### src/hw/rtl/dgf_pkg.sv
// Package with types and constants of the digamma function unit.
package dgf_pkg;

    localparam int XW = 32;
    localparam int PW = 48;
    localparam int AW = 66;

    localparam logic signed [AW-1:0] C0 = -66'sd357913941;
    localparam logic signed [AW-1:0] C1 = 66'sd90592869;
    localparam logic signed [AW-1:0] C2 = -66'sd32537631;
    localparam logic signed [AW-1:0] C3 = 66'sd17895697;
    localparam logic signed [AW-1:0] C4 = -66'sd17043521;
    localparam logic signed [AW-1:0] C5 = 66'sd35791394;
    localparam logic [31:0] LN2_Q32 = 32'd2977044472;
    localparam logic [3:0] SHIFT_LIMIT = 4'd10;

    typedef enum logic [3:0] {
        ST_IDLE,
        ST_RECIP,
        ST_R2,
        ST_HORNER,
        ST_LNSQ,
        ST_LNF,
        ST_HALF,
        ST_SUBR,
        ST_DONE
    } state_t;

    typedef enum logic [1:0] {
        OP_NONE,
        OP_MUL,
        OP_DIV
    } op_t;

    typedef struct packed {
        op_t         op;
        logic [63:0] a;
        logic [63:0] b;
    } mdu_req_t;

    typedef struct packed {
        logic        done;
        logic [63:0] q;
        logic [63:0] p;
    } mdu_rsp_t;

    function automatic logic signed [AW-1:0] horner_coef(input logic [2:0] i);
        case (i)
            3'd0: horner_coef = C0;
            3'd1: horner_coef = C1;
            3'd2: horner_coef = C2;
            3'd3: horner_coef = C3;
            3'd4: horner_coef = C4;
            3'd5: horner_coef = C5;
            3'd6: horner_coef = C0;
            default: horner_coef = '0;
        endcase
    endfunction

endpackage

### src/hw/rtl/dgf_mdu.sv
// Shared multiply/divide unit: 64x32 multiply as two 32-bit partial products, radix-2 divide.
module dgf_mdu
    import dgf_pkg::*;
(
    input  logic     clk,
    input  logic     rst_n,
    input  logic     start,
    input  mdu_req_t req,
    output mdu_rsp_t rsp
);
    logic [6:0]  cnt_reg, cnt_next;
    op_t         op_reg, op_next;
    logic [63:0] rem_reg, rem_next;
    logic [63:0] quo_reg, quo_next;
    logic [63:0] a_reg, a_next;
    logic [31:0] b_reg, b_next;
    logic [63:0] p_reg, p_next;
    logic        done_reg, done_next;
    logic [64:0] trial;
    logic [63:0] part;

    // Multiply operand b is at most 32 bits; a is split into two 32-bit halves.
    always_comb
    begin
        op_next   = op_reg;
        cnt_next  = cnt_reg;
        rem_next  = rem_reg;
        quo_next  = quo_reg;
        a_next    = a_reg;
        b_next    = b_reg;
        p_next    = p_reg;
        done_next = 1'b0;
        trial     = {rem_reg, quo_reg[63]} - {1'b0, a_reg};
        part      = '0;
        if (start)
        begin
            op_next  = req.op;
            b_next   = req.b[31:0];
            p_next   = '0;
            if (req.op == OP_DIV)
            begin
                a_next   = req.b;
                quo_next = req.a;
                rem_next = '0;
                cnt_next = 7'd64;
            end
            else
            begin
                a_next   = req.a;
                cnt_next = 7'd2;
            end
        end
        else if (cnt_reg != 7'd0)
        begin
            cnt_next = cnt_reg - 7'd1;
            if (op_reg == OP_DIV)
            begin
                if (!trial[64])
                begin
                    rem_next = trial[63:0];
                    quo_next = {quo_reg[62:0], 1'b1};
                end
                else
                begin
                    rem_next = {rem_reg[62:0], quo_reg[63]};
                    quo_next = {quo_reg[62:0], 1'b0};
                end
            end
            else
            begin
                if (cnt_reg == 7'd2)
                begin
                    part   = a_reg[31:0] * b_reg;
                    p_next = part;
                end
                else
                begin
                    part   = a_reg[63:32] * b_reg;
                    p_next = p_reg + {part[31:0], 32'd0};
                end
            end
            if (cnt_reg == 7'd1)
            begin
                done_next = 1'b1;
            end
        end
    end

    always_ff @(posedge clk or negedge rst_n)
    begin
        if (!rst_n)
        begin
            cnt_reg  <= '0;
            op_reg   <= OP_NONE;
            done_reg <= 1'b0;
        end
        else
        begin
            cnt_reg  <= cnt_next;
            op_reg   <= op_next;
            done_reg <= done_next;
        end
    end

    always_ff @(posedge clk)
    begin
        rem_reg <= rem_next;
        quo_reg <= quo_next;
        a_reg   <= a_next;
        b_reg   <= b_next;
        p_reg   <= p_next;
    end

    assign rsp.done = done_reg;
    assign rsp.q    = quo_reg;
    assign rsp.p    = p_reg;
endmodule

### config.mk
export PLATFORM = sky130hd
export DESIGN_NAME = dgf_mdu
export DESIGN_NICKNAME = d
export VERILOG_FILES = /design/src/hw/rtl/dgf_pkg.sv /design/src/hw/rtl/dgf_mdu.sv
export SDC_FILE = /design/constraint.sdc
export NUM_CORES = 2
export LEC_CHECK = 0
export ABC_AREA = 1
export BUFFER_PORTS_ARGS = -buffer_cell sky130_fd_sc_hd__buf_2
export CAP_MARGIN = 20
export CORE_UTILIZATION = 25
export DETAILED_ROUTE_END_ITERATION = 8
export GPL_TIMING_DRIVEN = 0
export SLEW_MARGIN = 40
export SYNTH_ARGS = -nofsm -noshare
export SYNTH_HDL_FRONTEND = slang
export SYNTH_SLANG_ARGS = --single-unit
### constraint.sdc
create_clock -name clk -period 10.7 [get_ports clk]
set_clock_uncertainty 0.1 [all_clocks]
set_input_delay 0.535 -clock clk [delete_from_list [all_inputs] [get_ports clk]]
set_output_delay 0.535 -clock clk [all_outputs]
set_load 0.01 [all_outputs]
==> key figures <==
Clock network
  – Worst-case clock buffer depth: 3
  – TritonCTS Buffers: 39
  – Clock tree from TritonCTS: done
  – Depth of the CTS H-tree: 2
  – Clock latency on the worst-skew pair: 0.65 ns
  – Clock input transition at the sequential cells of the worst setup and hold paths: 0.06 ns
  – CTS sink cnt: between 200 and 300
  – Root buf cell: clkbuf_16

STA
  – Relative slew slack: 0.368
  – Least-Margin Pin Slew: between 0.9 and 1 ns
  – Final setup viols: 0
  – Hold Vio Cnt, Final: 0
  – Setup TNS Final: 0 ns
  – Fin crit period: 10.32 ns
  – Max frequency: a little under 0.1 GHz
  – Final period util: 0.964
  – Setup ws final: 0.384 ns
  – Pins Over Slew Limit: 0
  – RSZ-0062 raised after global routing: no

Detailed routing
  – Final wirelength: roughly 280000 um
  – Vias per cell: roughly 4.7
  – DR vias: approximately 60000
  – DRC Markers: 0
  – Detail Route Antenna Nets: 0
  – 1st-iter DRT viols: 5622
  – Drt pass-1 iters: 5
  – Wire per inst: between 20 and 25 um

Place
  – GP Congestion: between 1 and 1.5
  – Setup Slack @ Placement: roughly 0.21 ns
  – # port buffers: 261
  – Post-DP HPWL: about 240000 um

Global route
  – Met3 Track Usage GR: 0.0535
  – Initial antenna violation count: 25
  – Largest net degree at the start of global routing: 66
  – Global Route Usage Sum: 0.204
  – Met2 Use GR: 0.319
  – First-pass GRT wire length: around 410000 um
  – Total gr overflow: 0
  – Busiest grt layer: met2
  – GRT met1 Usage: 0.245
  – Number of global-route vias before repair: between 60000 and 70000

Finish
  – Share of cells above drive strength 1: 0.0630
  – Nets: 11100
  – Most frequent cells in the layout: nand2_1, inv_1, fa_1
  – Area delta synth->final: 11.4%
  – Most common cell after layout, fill and taps aside: nand2_1
  – Fillers: approximately 30000

Synth
  – Yosys cell types: between 50 and 60
  – Register bit total from synthesis: 298
  – Post-synth ARST share: 0.0336
  – Syn Std Cell Area: 68400 um^2
  – Cells after synthesis: approximately 8800
  – Sequential cell area fraction in the yosys report: 0.121
  – Ys flop type: edfxtp_1
  – Syn nets: roughly 11000
  – Post-synth EDFFs: between 200 and 250
  – Synthesis Warnings: 0
  – Mean post-synth cell area: around 7.8 um^2

Min path
  – Hold crit path type: primary input to flip-flop

Floorplan
  – Die area: 276000 um^2
  – Boundary pin count: ~260
  – DIE HEIGHT: 525 um
  – Die W: 525 um
  – Core area: between 200000 and 300000 um^2
  – Initial Util: 0.252
  – Row cnt: 191

Worst setup path
  – CP endpoint kind: flip-flop
  – Setup crit start: b_reg[4]
  – Levels on crit path: 36
  – Slowest CP cell: fa_1
  – Worst setup path endpoint: p_reg[63]
  – Cell family with most CP delay: adder cells
  – R2R cell count: 36
  – Critical Path Start Type: flip-flop
  – Crit Path Max Fanout: 10
  – Worst path required time: roughly 11 ns
  – FF-to-FF End: p_reg[63]
  – CP peak stage delay: 0.69 ns
  – Crit-path most repeated cell: fa_1
  – Worst reg2reg setup slack: roughly 0.38 ns
  – Critical path class: flip-flop to flip-flop
  – Worst r2r src: b_reg[4]
  – CP arrival: 10.71 ns
  – WP buf/inv: 6

Outcome
  – Status: finished, final reports clean

Job
  – Max Cap Violations: 0
-- cells in the mapped netlist (all sizes together), types with 2 or more instances --
cell type / count / share of area
nand2: 2458 / 0.14
inv: 2310 / 0.13
fa: 1306 / 0.38
ha: 487 / 0.089
nor2: 392 / 0.023
clkbuf: 366 / 0.020
a21oi: 332 / 0.024
o21ai: 294 / 0.022
edfxtp: 224 / 0.098
nand3: 126 / 0.0094
xor2: 99 / 0.013
dfxtp: 64 / 0.019
buf: 62 / 0.0044
a31oi: 58 / 0.0053
xnor2: 52 / 0.0067
nor3: 25 / 0.0018
nand4: 17 / 0.0016
o211ai: 17 / 0.0019
a21boi: 15 / 0.0016
a21o: 15 / 0.0016
nor4: 15 / 0.0015
o21bai: 15 / 0.0016
nand3b: 13 / 0.0014
o21a: 13 / 0.0014
dfrtp: 10 / 0.0037
or2: 10 / 0.00091
a221oi: 7 / 0.00090
a211oi: 5 / 0.00055
o31ai: 3 / 0.00033
and3: 2 / 0.00018
clkinv: 2 / 0.00011
o221ai: 2 / 0.00026
-- what timing repair did --
item | CTS | global route
hold endpoints to repair | 23 | 0
setup buffers | 0 | 0
hold buffers | 14 | 0
resized for setup | 0 | 5
endpoints found under the setup margin | 0 | 1
-- cells by family (layout without fill, tap and decap cells) --
family                     Yosys count  in the layout  synth area share
AOI/OAI and AO/OA                  782            782            0.0625
xor gates and xnor gates           151            151            0.0193
adders and majority gates         1793           1793             0.471
buffers and inverters             2740           3110             0.151
DFF                                298            298             0.121
other                                0              9                 0
and+or+nand+nor                   3058           3058             0.175
-- per-stage QoR --
stage / utilization / cell area [um^2] / hold slack [ns] / instances
4_1_cts: 0.280 / 76100 / 0.00165 / 12800
3_5_place_dp: 0.275 / 74700 / 0.319 / 12700
2_1_floorplan: - / 68400 / 0.139 / 8822
6_report: 0.281 / 76200 / 0.0203 / 12800
5_1_grt: 0.281 / 76200 / 0.0118 / 12800
3_3_place_gp: 0.273 / 74200 / 0.322 / 12700
-- worst min path at each step --
stage,from,endpoint,slack (ns),cells after the start
finish,req[19],b_reg[19],0.02,1
global route,req[4],b_reg[4],0.01,1
CTS,req[20],b_reg[20],0.002,1
detailed placement,rst_n,done_reg,0.32,1
global placement,rst_n,done_reg,0.32,1
floorplan,rst_n,cnt_reg[0],0.14,0
-- metal layers --
metal  vias to the layer above  share of wire
met5                         -        0.00024
met4                        10          0.084
met3                       736           0.11
met2                      3088           0.43
met1                     29900           0.38
li1                      26400              -
-- area by class of cell --
class	instances	area, um^2	share of cell area
Sequential cell	298	8260	0.108
Clock inverter	29	334	0.00438
Tap cell	3570	4470	0.0586
Clock buffer	42	987	0.0130
Antenna cell	9	22.5	0.000296
Timing Repair Buffer	299	1780	0.0233
Multi-Input combinational cell	5784	49800	0.654
Inverter	2312	8680	0.114
Buffer	428	1860	0.0244
Power is not shown: default switching activity piles up to over one toggle a cycle in this logic, so the estimate is an artifact.
